--- src/design/mlp_forward_pass_unit_defines.svh ---
// assertion macros for the mlp forward pass unit
// no dependencies
`ifndef MLP_FORWARD_PASS_UNIT_DEFINES_SVH
`define MLP_FORWARD_PASS_UNIT_DEFINES_SVH
// implication checked on every clock edge outside reset
`define MLP_ASSERT_IMP(label, clk, rst_n, a, b, msg) \
	label: assert property (@(posedge clk) disable iff (!rst_n) (a) |-> (b)) else $error(msg);
// next-cycle implication
`define MLP_ASSERT_NEXT(label, clk, rst_n, a, b, msg) \
	label: assert property (@(posedge clk) disable iff (!rst_n) (a) |=> (b)) else $error(msg);
`endif

--- src/design/mlp_pkg.sv ---
// shared types, constants and sigmoid helper for the mlp forward pass unit
// no dependencies
`default_nettype none
package mlp_pkg;
	localparam int MAX_LAYERS = 4;
	localparam int MAX_WIDTH = 16;

	typedef enum logic [2:0] {
		CFG_LAYER_COUNT = 3'd0,
		CFG_WIDTH_0 = 3'd1,
		CFG_WIDTH_1 = 3'd2,
		CFG_WIDTH_2 = 3'd3,
		CFG_WIDTH_3 = 3'd4
	} cfg_idx_t;

	localparam logic KIND_WEIGHT = 1'b0;
	localparam logic KIND_INPUT = 1'b1;

	typedef struct packed {
		logic kind;
		logic [1:0] layer;
		logic [3:0] neuron;
		logic [3:0] position;
		logic signed [15:0] value;
	} req_t;

	typedef struct packed {
		logic [3:0] out_index;
		logic [12:0] out_value;
		logic last;
	} result_t;

	// sigmoid table entry k is round(4096*sigmoid(k/2))
	function automatic logic [11:0] sig_tab(input logic [4:0] k);
		logic [11:0] r;
		begin
			case (k)
				5'd0: r = 12'd2048;
				5'd1: r = 12'd2550;
				5'd2: r = 12'd2994;
				5'd3: r = 12'd3349;
				5'd4: r = 12'd3608;
				5'd5: r = 12'd3785;
				5'd6: r = 12'd3902;
				5'd7: r = 12'd3976;
				5'd8: r = 12'd4022;
				5'd9: r = 12'd4051;
				5'd10: r = 12'd4069;
				5'd11: r = 12'd4079;
				5'd12: r = 12'd4086;
				5'd13: r = 12'd4090;
				5'd14: r = 12'd4092;
				5'd15: r = 12'd4094;
				default: r = 12'd4095;
			endcase
			return r;
		end
	endfunction
endpackage
`default_nettype wire

--- src/design/mlp_back.sv ---
// back end: sequences the multiply-accumulate, sigmoid and result emission
// depends on mlp_pkg
`default_nettype none
module mlp_back #(
	parameter int MAX_LAYERS = mlp_pkg::MAX_LAYERS,
	parameter int MAX_WIDTH = mlp_pkg::MAX_WIDTH,
	localparam int IW = $clog2(MAX_WIDTH),
	localparam int LW = $clog2(MAX_LAYERS),
	localparam int WD = (MAX_LAYERS - 1) * MAX_WIDTH * MAX_WIDTH,
	localparam int WAW = $clog2(WD),
	localparam int AD = MAX_LAYERS * MAX_WIDTH,
	localparam int AAW = $clog2(AD)
) (
	input wire logic clk,
	input wire logic arst_n,
	input wire logic [LW:0] nl,
	input wire logic [IW:0] wid [MAX_LAYERS],
	input wire logic in_we,
	input wire logic [IW-1:0] in_pos,
	input wire logic signed [15:0] in_val,
	input wire logic pass_valid,
	output logic pass_take,
	output logic [WAW-1:0] wrd_addr,
	input wire logic signed [15:0] wrd_data,
	output logic busy,
	output logic done,
	output mlp_pkg::result_t result
);
	typedef enum logic [2:0] {IDLE, MAC, DRAIN, SAT, SIG, WB, EMIT} st_t;
	st_t st_q;
	logic signed [15:0] amem [AD];
	logic signed [15:0] ard_q;
	logic [LW-1:0] l_q;
	logic [IW-1:0] j_q, k_q;
	logic [IW:0] wl, wp;
	logic [1:0] pipe_q;
	logic signed [31:0] prod_q;
	logic signed [40:0] acc_q;
	logic signed [15:0] x_q;
	logic [12:0] y_q;
	logic signed [40:0] q;
	logic signed [15:0] sat;
	logic [14:0] ax;
	logic [3:0] seg;
	logic [10:0] frac;
	logic [11:0] t0, t1;
	logic [23:0] interp;
	logic [12:0] pos_v;
	logic last_k;
	logic [AAW-1:0] ard_addr;

	assign wl = wid[l_q];
	assign wp = wid[l_q - LW'(1)];
	assign last_k = (IW + 1)'(k_q) == wp - (IW + 1)'(1);
	assign wrd_addr = WAW'((32'(l_q) - 32'd1) * 32'(MAX_WIDTH * MAX_WIDTH)
		+ 32'(j_q) * 32'(MAX_WIDTH) + 32'(k_q));
	assign ard_addr = (st_q == EMIT) ? AAW'(32'(nl - (LW + 1)'(1)) * 32'(MAX_WIDTH) + 32'(j_q))
		: AAW'(32'(l_q - LW'(1)) * 32'(MAX_WIDTH) + 32'(k_q));

	// activation memory, inputs in row zero
	always_ff @(posedge clk) begin
		if (in_we) begin
			amem[AAW'(in_pos)] <= in_val;
		end else if (st_q == WB) begin
			amem[AAW'(32'(l_q) * 32'(MAX_WIDTH) + 32'(j_q))] <= $signed(16'(y_q));
		end
		ard_q <= amem[ard_addr];
	end

	// floor shift, saturation and sigmoid interpolation
	always_comb begin
		q = acc_q >>> 12;
		if (q > 41'sd32767) begin
			sat = 16'sd32767;
		end else if (q < -41'sd32768) begin
			sat = -16'sd32768;
		end else begin
			sat = q[15:0];
		end
		ax = x_q[15] ? 15'(-{x_q[15], x_q}) : x_q[14:0];
		seg = ax[14:11];
		frac = ax[10:0];
		t0 = mlp_pkg::sig_tab({1'b0, seg});
		t1 = mlp_pkg::sig_tab({1'b0, seg} + 5'd1);
		interp = (24'(t1 - t0) * 24'(frac) + 24'd1024) >> 11;
		pos_v = (x_q == -16'sd32768) ? 13'd4095 : 13'(t0) + 13'(interp);
	end

	// sequencer: mac loop per neuron, then saturation, sigmoid and writeback, then result emission
	always_ff @(posedge clk or negedge arst_n) begin
		if (!arst_n) begin
			st_q <= IDLE;
			l_q <= LW'(1);
			j_q <= '0;
			k_q <= '0;
			pipe_q <= '0;
			done <= 1'b0;
		end else begin
			done <= 1'b0;
			unique case (st_q)
				IDLE: begin
					if (pass_valid && !in_we) begin
						st_q <= MAC;
						l_q <= LW'(1);
						j_q <= '0;
						k_q <= '0;
						acc_q <= '0;
						pipe_q <= '0;
					end
				end
				MAC: begin
					pipe_q <= {pipe_q[0], 1'b1};
					if (pipe_q[1]) acc_q <= acc_q + 41'(prod_q);
					if (last_k) st_q <= DRAIN; else k_q <= k_q + IW'(1);
				end
				DRAIN: begin
					pipe_q <= {pipe_q[0], 1'b0};
					if (pipe_q[1]) acc_q <= acc_q + 41'(prod_q);
					if (pipe_q == 2'b10) st_q <= SAT;
				end
				SAT: begin
					x_q <= sat;
					st_q <= SIG;
				end
				SIG: begin
					y_q <= x_q[15] ? 13'd4096 - pos_v : pos_v;
					st_q <= WB;
				end
				WB: begin
					k_q <= '0;
					acc_q <= '0;
					pipe_q <= '0;
					if ((IW + 1)'(j_q) != wl - (IW + 1)'(1)) begin
						j_q <= j_q + IW'(1);
						st_q <= MAC;
					end else if ((LW + 1)'(l_q) != nl - (LW + 1)'(1)) begin
						j_q <= '0;
						l_q <= l_q + LW'(1);
						st_q <= MAC;
					end else begin
						j_q <= '0;
						pipe_q <= 2'b01;
						st_q <= EMIT;
					end
				end
				EMIT: begin
					// the read address is issued while pipe_q[0] is set, before the strobe
					if (pipe_q[0]) begin
						pipe_q <= 2'b00;
					end else begin
						done <= 1'b1;
						result.out_index <= 4'(j_q);
						result.out_value <= 13'(ard_q);
						result.last <= (IW + 1)'(j_q) == wl - (IW + 1)'(1);
						if ((IW + 1)'(j_q) == wl - (IW + 1)'(1)) begin
							st_q <= IDLE;
						end else begin
							j_q <= j_q + IW'(1);
							pipe_q <= 2'b01;
						end
					end
				end
				default: st_q <= IDLE;
			endcase
		end
	end

	// product register after both memory reads
	always_ff @(posedge clk) begin
		prod_q <= 32'(wrd_data) * 32'(ard_q);
	end

	assign pass_take = (st_q == IDLE) && pass_valid && !in_we;
	assign busy = (st_q != IDLE) || pass_valid;
endmodule
`default_nettype wire
--- config.mk ---
export PLATFORM = sky130hd
export DESIGN_NAME = mlp_back
export DESIGN_NICKNAME = d
export VERILOG_FILES = /design/src/design/mlp_forward_pass_unit_defines.svh /design/src/design/mlp_pkg.sv /design/src/design/mlp_back.sv
export SDC_FILE = /design/constraint.sdc
export NUM_CORES = 2
export LEC_CHECK = 0
export ABC_CLOCK_PERIOD_IN_PS = 11300
export BUFFER_PORTS_ARGS = -buffer_cell sky130_fd_sc_hd__buf_4
export CAP_MARGIN = 10
export CORE_MARGIN = 2
export CORE_UTILIZATION = 35
export CTS_CLUSTER_SIZE = 25
export DETAILED_ROUTE_END_ITERATION = 16
export PLACE_DENSITY = 0.58
export RECOVER_POWER = 50
export SLEW_MARGIN = 20
export SYNTH_ARGS = -nofsm -noshare
export SYNTH_HDL_FRONTEND = slang
export SYNTH_SLANG_ARGS = --single-unit
--- constraint.sdc ---
create_clock -name clk -period 11.3 [get_ports clk]
set_input_delay 0.565 -clock clk [delete_from_list [all_inputs] [get_ports clk]]
set_output_delay 0.565 -clock clk [all_outputs]
set_load 0.01 [all_outputs]
== Yosys cells after proc, flatten, opt, wreduce, memory -nomap -nowiden ==
Memory sizes are Yosys's and may differ from the RTL's. A register that Yosys moved wholly into a read port is not among the register bits.
Cells that the tools add are included.

* Memory bits (read-only): 352
* Input port bits: 63
* Output and inout port bits: 31
* Bits in writable memories: 1,024
* Memories kept: 3
* Register bits: 136

* Order comparisons: 4
* Reductions and logical operators: 24
* $add $sub $neg: 21
* Multiplexer cells: 50
* Bitwise operators: 3
* $mul: 2
* Equal/unequal tests: 23

{| class="wikitable"
|+ Memory list
! memory !! depth !! bits a word !! read ports !! clocked after memory_dff !! wr ports !! RTL line !! text
|-
| amem || 64 || 16 || 1 || 1 || 1 || mlp_back.sv:31 || <nowiki>logic signed [15:0] amem [AD];</nowiki>
|-
| (no name shown) || 16 || 11 || 1 || 0 || 0 || mlp_pkg.sv:37 || <nowiki>case (k)</nowiki>
|-
| (no name shown) || 16 || 11 || 1 || 0 || 0 || mlp_pkg.sv:37 ||
|}

{| class="wikitable"
|+ Operators by type and width
! cell !! number
|-
| case mux 41 bit (3 select lines) || 1
|-
| 2-to-1 mux 41 bit || 2
|-
| adder 41 x 32 -> 41 bit || 1
|-
| multiplier 16 x 16 -> 32 bit || 1
|-
| 2-to-1 mux 16 bit || 2
|-
| > comparator 29 x 16 -> 1 bit, second input constant || 1
|-
| < comparator 29 x 16 -> 1 bit, second input constant || 1
|-
| 2-to-1 mux 13 bit || 2
|-
| adder 24 x 11 -> 24 bit, second input constant || 1
|-
| multiplier 13 x 12 -> 24 bit || 1
|-
| case mux 4 bit (3 select lines) || 2
|-
| 2-to-1 mux 3 bit || 7
|-
| case mux 3 bit (7 select lines) || 1
|-
| binary-select mux 5 bit (select 2 bit) || 2
|-
| 2-to-1 mux 4 bit || 5
|-
| 2-to-1 mux 5 bit || 4
|-
| equality test 16 bit, second input constant || 1
|-
| OR reduction 16 bit || 1
|-
| 2-to-1 mux 15 bit || 1
|-
| negator 15 bit || 1
|-
| inequality test 2 bit, second input constant || 7
|-
| adder 12 x 13 -> 13 bit || 1
|-
| subtractor 12 x 12 -> 13 bit || 1
|-
| subtractor 13 bit, first input constant || 1
|-
| 40 further kinds || 79
|}

== Longest topological paths before layout ==
An unclocked memory read counts as a cell.

* Word-level depth: 12
* Depth in mapped cells: 57

== Worst setup path after synthesis ==
No wires, ideal clock.

* Path kind: register -> register
* Start: register x_q[0]
* End: register y_q[11] (data pin)
* Cell stages (with the launch flop): 55
* Path buffers: 3
* Data required time: 11.031 ns
* Data arrival time: 11.947 ns
* Slack: -0.916 ns
* Clock period less this slack: 12.216 ns
* Path through: edfxtp_1 -> buf_2 -> inv_1 -> ha_1 -> nor3b_1 -> nand3b_1 -> o41ai_1 -> xor2_1 -> inv_1 -> ha_1 -> inv_1 -> ha_1 -> clkbuf_1 -> nand2_1 -> o21ai_0 -> a22oi_1 -> ha_1 -> inv_1 -> (+19 left out) -> fa_1 -> inv_1 -> ha_1 -> nand3_1 -> a311o_1 -> a31oi_1 -> o21ai_0 -> a21oi_1 -> xor2_1 -> ha_1 -> or3_1 -> nor3_1 -> nor2_1 -> xnor2_1 -> or2_2 -> or3_1 -> o31ai_1 -> xor2_1

* Word-level cells in the longest chain between the ends: 12
* Elaborated cells between the ends (all ways): 14
* Those cells by class: add/sub (6); mul (1); eq/ne (1); mux (4); memory (2)

{| class="wikitable"
|+ Ends and longest elaborated chain
! element !! RTL line !! text
|-
| from (decl) || mlp_back.sv:39 || <nowiki>logic signed [15:0] x_q;</nowiki>
|-
| from (signal assigned) || mlp_back.sv:122 || <nowiki>x_q <= sat;</nowiki>
|-
| negator 15 bit || mlp_back.sv:80 || <nowiki>ax = x_q[15] ? 15'(-{x_q[15], x_q}) : x_q[14:0];</nowiki>
|-
| 2-to-1 mux 15 bit || mlp_back.sv:80 ||
|-
| adder 4 x 1 -> 5 bit || mlp_back.sv:84 || <nowiki>t1 = mlp_pkg::sig_tab({1'b0, seg} + 5'd1);</nowiki>
|-
| memory (16 x 11 bit) || -- ||
|-
| 2-to-1 mux 12 bit || mlp_pkg.sv:37 ||
|-
| subtractor 12 x 12 -> 13 bit || mlp_back.sv:85 || <nowiki>interp = (24'(t1 - t0) * 24'(frac) + 24'd1024) >> 11;</nowiki>
|-
| multiplier 13 x 12 -> 24 bit || mlp_back.sv:85 ||
|-
| adder 24 x 11 -> 24 bit || mlp_back.sv:85 ||
|-
| adder 12 x 13 -> 13 bit || mlp_back.sv:86 || <nowiki>pos_v = (x_q == -16'sd32768) ? 13'd4095 : 13'(t0) + 13'(interp);</nowiki>
|-
| 2-to-1 mux 13 bit * || mlp_back.sv:86 ||
|-
| subtractor 13 bit || mlp_back.sv:126 || <nowiki>y_q <= x_q[15] ? 13'd4096 - pos_v : pos_v;</nowiki>
|-
| 2-to-1 mux 13 bit * || mlp_back.sv:126 ||
|-
| to (signal assigned) || mlp_back.sv:126 ||
|-
| to (decl) || mlp_back.sv:40 || <nowiki>logic [12:0] y_q;</nowiki>
|}

Every way passes the cells marked *; elsewhere a longest branch is shown, timed or not.
A chain may end at the register's enable or synchronous reset.

== Worst setup path after layout ==
* Start: register x_q[3]
* End: register y_q[12] (data pin)

The elaborated chain is that of the path after synthesis.

==> impl_summary.log <==
[metrics] outcome: finished, violations left
[metrics] violations in the final reports: capacitance limit, slew limit
[metrics] clock tree from TritonCTS: yes
[metrics] startpoint types: flip-flop
[metrics] ratio of cells with drive above 1 in the final layout: 10.8%
[metrics] CTS root buffer: sky130_fd_sc_hd__clkbuf_16
[metrics] Met3 Routed Length: 9170 um
[metrics] adder-cell area share of the yosys netlist: 16.1%
[metrics] fraction of synthesized cell area taken by the top area cell type: 50.6%
[metrics] via count of the first global-routing pass: 44600
[metrics] wire length on met2: 90700 um
[metrics] YS warnings: 0
[metrics] post-synth design cell area: 0.0660 sq mm
[metrics] standard-cell rows: 159
[metrics] remaining design rule violation count: 0
[metrics] starting DRC count in detailed routing: 3724
[metrics] Die Span Y: 438 um
[metrics] total overflow reported by the global router: 0
[metrics] Mapped Avg Cell Area: 11.2 sq um
[metrics] Hold Vio Cnt, Final: 0
[metrics] biggest cell delay along the critical path: 0.56 ns
[metrics] Crit path arrival time: 11.60 ns
[metrics] multiplexer share of the synthesized area: 0.828%
[metrics] Final Routed Wirelength: 182000 um
[metrics] Min Clock Period, post-route: 11.13 ns
[metrics] io pins: 94
[metrics] async set-reset flop share out of synthesis: 1.36%
[metrics] category of cells accounting for the largest share of critical-path delay: adder cells
[metrics] effective utilization at floorplan: 35.2%
[metrics] main combinational cell family by area after synthesis: adder cells
[metrics] Detailed Routing Iterations Pass 1: 6
[metrics] clock slew at the register clock pins of the worst setup and hold paths: 0.06 ns
[metrics] leading post-synthesis cells by instance count: 1347 x sky130_fd_sc_hd__nand2_1, 1112 x sky130_fd_sc_hd__edfxtp_1, 521 x sky130_fd_sc_hd__inv_1
[metrics] aggregate global-route resource usage: 18.7%
[metrics] Max Clock Skew: 0.0624 ns
[metrics] met1 wire length: 76000 um
[metrics] length in cells of the worst reg-to-reg path: 51
[metrics] Synth Area in Compound Gates: 8.38%
[metrics] maximum clock rate: 89.8 MHz
[metrics] setup repair after global routing missed its margin: yes
[metrics] clock buffer depth: 3
[metrics] net total in the final layout: 6734
[metrics] area fraction in and, or, nand and nor cells after synthesis: 15.4%
[metrics] depth of the critical timing path with buffers and inverters included: 51
[metrics] GP Congestion: 0.877
[metrics] buffers and inverters on the worst path: 10
[metrics] Post-Syn Instances: 5876
[metrics] total via count in the routed design: 45000
[metrics] maximum number of pins on one net before global-route repair: 158
[metrics] max-cap violation count: 19
[metrics] transition time at the pin with the least slew margin: 3.92 ns
[metrics] endpoint type of the worst setup path: flip-flop
[metrics] max-slew violation count: 1152
[metrics] Antenna Violating Nets Remaining: 0
[metrics] Finish-stage setup viols: 0
[metrics] number of buffers created by CTS: 121
[metrics] critical path data required time: 11.77 ns
[metrics] Final period util: 98.5%
[metrics] number of antenna violations at the first check in global routing: 5
[metrics] number of enable flip-flop cells after synthesis: 1112
[metrics] Mapped Nets: 6553
[metrics] Worst Hold Path Cells: 2
[metrics] fin util: 40.2%
[metrics] Max-slew headroom: -161%
[metrics] number of sinks driven by the clock tree: 1176
[metrics] CTS H-tree depth: 3
[metrics] most frequent cell after synthesis: sky130_fd_sc_hd__nand2_1
[metrics] area of the core region: 0.188 sq mm
[metrics] cell with the largest stage delay on the worst path: sky130_fd_sc_hd__or4_4
[metrics] FF-to-FF setup slack: 0.17 ns
[metrics] part of the Yosys area used for sequential elements: 52.6%
[metrics] class of the most critical setup path: flip-flop to flip-flop
[metrics] total half-perimeter wirelength after legalization and detailed placement: 117000 um
[metrics] main flop type after synthesis: sky130_fd_sc_hd__edfxtp_1
[metrics] flip-flop and latch count after synthesis: 1176
[metrics] cell type with the largest total area after synthesis: sky130_fd_sc_hd__edfxtp_1
[metrics] post-synthesis share of cell area spent on xor and xnor gates: 1.76%
[metrics] horizontal die dimension: 438 um
[metrics] count of buffers from port buffering: 93
[metrics] later-pin clock latency in the skew report: 0.79 ns
[metrics] number of distinct library cells after synthesis: 93
[metrics] worst-path maximum fanout: 7
[metrics] class of the tightest hold or removal check: primary input to flip-flop
[metrics] Total Die Area: 0.192 sq mm
[metrics] via-per-instance ratio: 5.20
[metrics] area growth from synthesis to layout: 14.1%
[metrics] first-pass GRT wire length: 276000 um
[metrics] cell types occupying the most area after synthesis: sky130_fd_sc_hd__edfxtp_1 51%, sky130_fd_sc_hd__fa_1 12%, sky130_fd_sc_hd__nand2_1 7.7%
[metrics] DR top layer: met4
[metrics] setup total negative slack: 0 ns
[metrics] WL/cell: 21.0 um
## routing by layer
| layer | up-vias | GRT usage [%] |
|---|---|---|
| li1 | 20800 | - |
| met1 | 22700 | 24.4 |
| met2 | 1228 | 32.0 |
| met3 | 282 | 2.43 |
| met4 | 0 | 6.00 |
| met5 | - | 0 |
## cell families (layout without fill, tap and decap cells)
kind of cell | Yosys count | count (layout)
AOI/OAI and AO/OA | 789 | 789
xor gates and xnor gates | 130 | 130
muxes | 39 | 39
and+or+nand+nor | 2293 | 2293
adders and majority gates | 614 | 614
other | 0 | 2
DFF | 1176 | 1176
buffers and inverters | 835 | 1122
## layout by cell type, fill, tap and decap left out, types with 48 or more instances in the layout
cell	Yosys	final
sky130_fd_sc_hd__o21ai_0	88	76
sky130_fd_sc_hd__and2_1	122	112
sky130_fd_sc_hd__nor2_1	200	194
sky130_fd_sc_hd__edfxtp_1	1112	1112
sky130_fd_sc_hd__and3_1	140	139
sky130_fd_sc_hd__inv_1	521	505
sky130_fd_sc_hd__ha_1	219	205
sky130_fd_sc_hd__nand2_1	1347	1340
sky130_fd_sc_hd__a31oi_1	79	78
sky130_fd_sc_hd__xnor2_1	86	80
sky130_fd_sc_hd__buf_4	3	297
sky130_fd_sc_hd__nand3_1	291	288
sky130_fd_sc_hd__clkbuf_16	0	121
sky130_fd_sc_hd__a211oi_1	63	62
sky130_fd_sc_hd__fa_1	395	394
sky130_fd_sc_hd__a21oi_1	166	153
sky130_fd_sc_hd__a311oi_1	194	194
sky130_fd_sc_hd__dfxtp_1	48	48
sky130_fd_sc_hd__clkbuf_1	249	77
## cell type report
cell class / instances / area [sq um]
Antenna cell: 2 / 5.00
Clock buffer: 137 / 3090
Clock inverter: 92 / 942
Fill cell: 17700 / 112000
Inverter: 522 / 1960
Multi-Input combinational cell: 3865 / 28800
Sequential cell: 1176 / 34800
Tap cell: 2495 / 3120
Timing Repair Buffer: 371 / 2640
## sequential cells by signal, summed over array words and instances, names as in the netlist
signal	flops
acc_q	41
amem	1024
ard_q	16
done	1
j_q	4
k_q	4
l_q	2
pipe_q	2
prod_q	32
result	18
st_q	3
x_q	16
y_q	13
## timing repair
item,in CTS,in global routing
hold buffers,1,0
resized for setup,15,114
endpoints found under the hold margin,16,0
pin swaps,4,81
setup endpoints to repair,4,8
buffers inserted,0,18
## metrics by stage
| stage | hold WS (ns) | instances | area, sq um | worst slack (ns) |
|---|---|---|---|---|
| after floorplan | 0.269 | 5876 | 66100 | 0.0255 |
| after detailed placement | 0.459 | 8411 | 70800 | -0.326 |
| final | 0.226 | 8660 | 75300 | 0.170 |
| after global routing | 0.232 | 8658 | 75300 | -0.274 |
| after global placement | 0.454 | 8411 | 70800 | -0.175 |
| after CTS | 0.182 | 8641 | 74900 | 0.00241 |
## final timing paths
path,endpoint,from
max in group asynchronous,j_q[1],arst_n
setup / recovery,y_q[12],x_q[3]
hold / removal,prod_q[0],wrd_data[0]
setup reg to reg,y_q[12],x_q[3]
min in group asynchronous,st_q[0],arst_n
hold reg to reg,pipe_q[1],pipe_q[1]
Power is not shown: default switching activity piles up to over one toggle a cycle in this logic, so the estimate is an artifact.
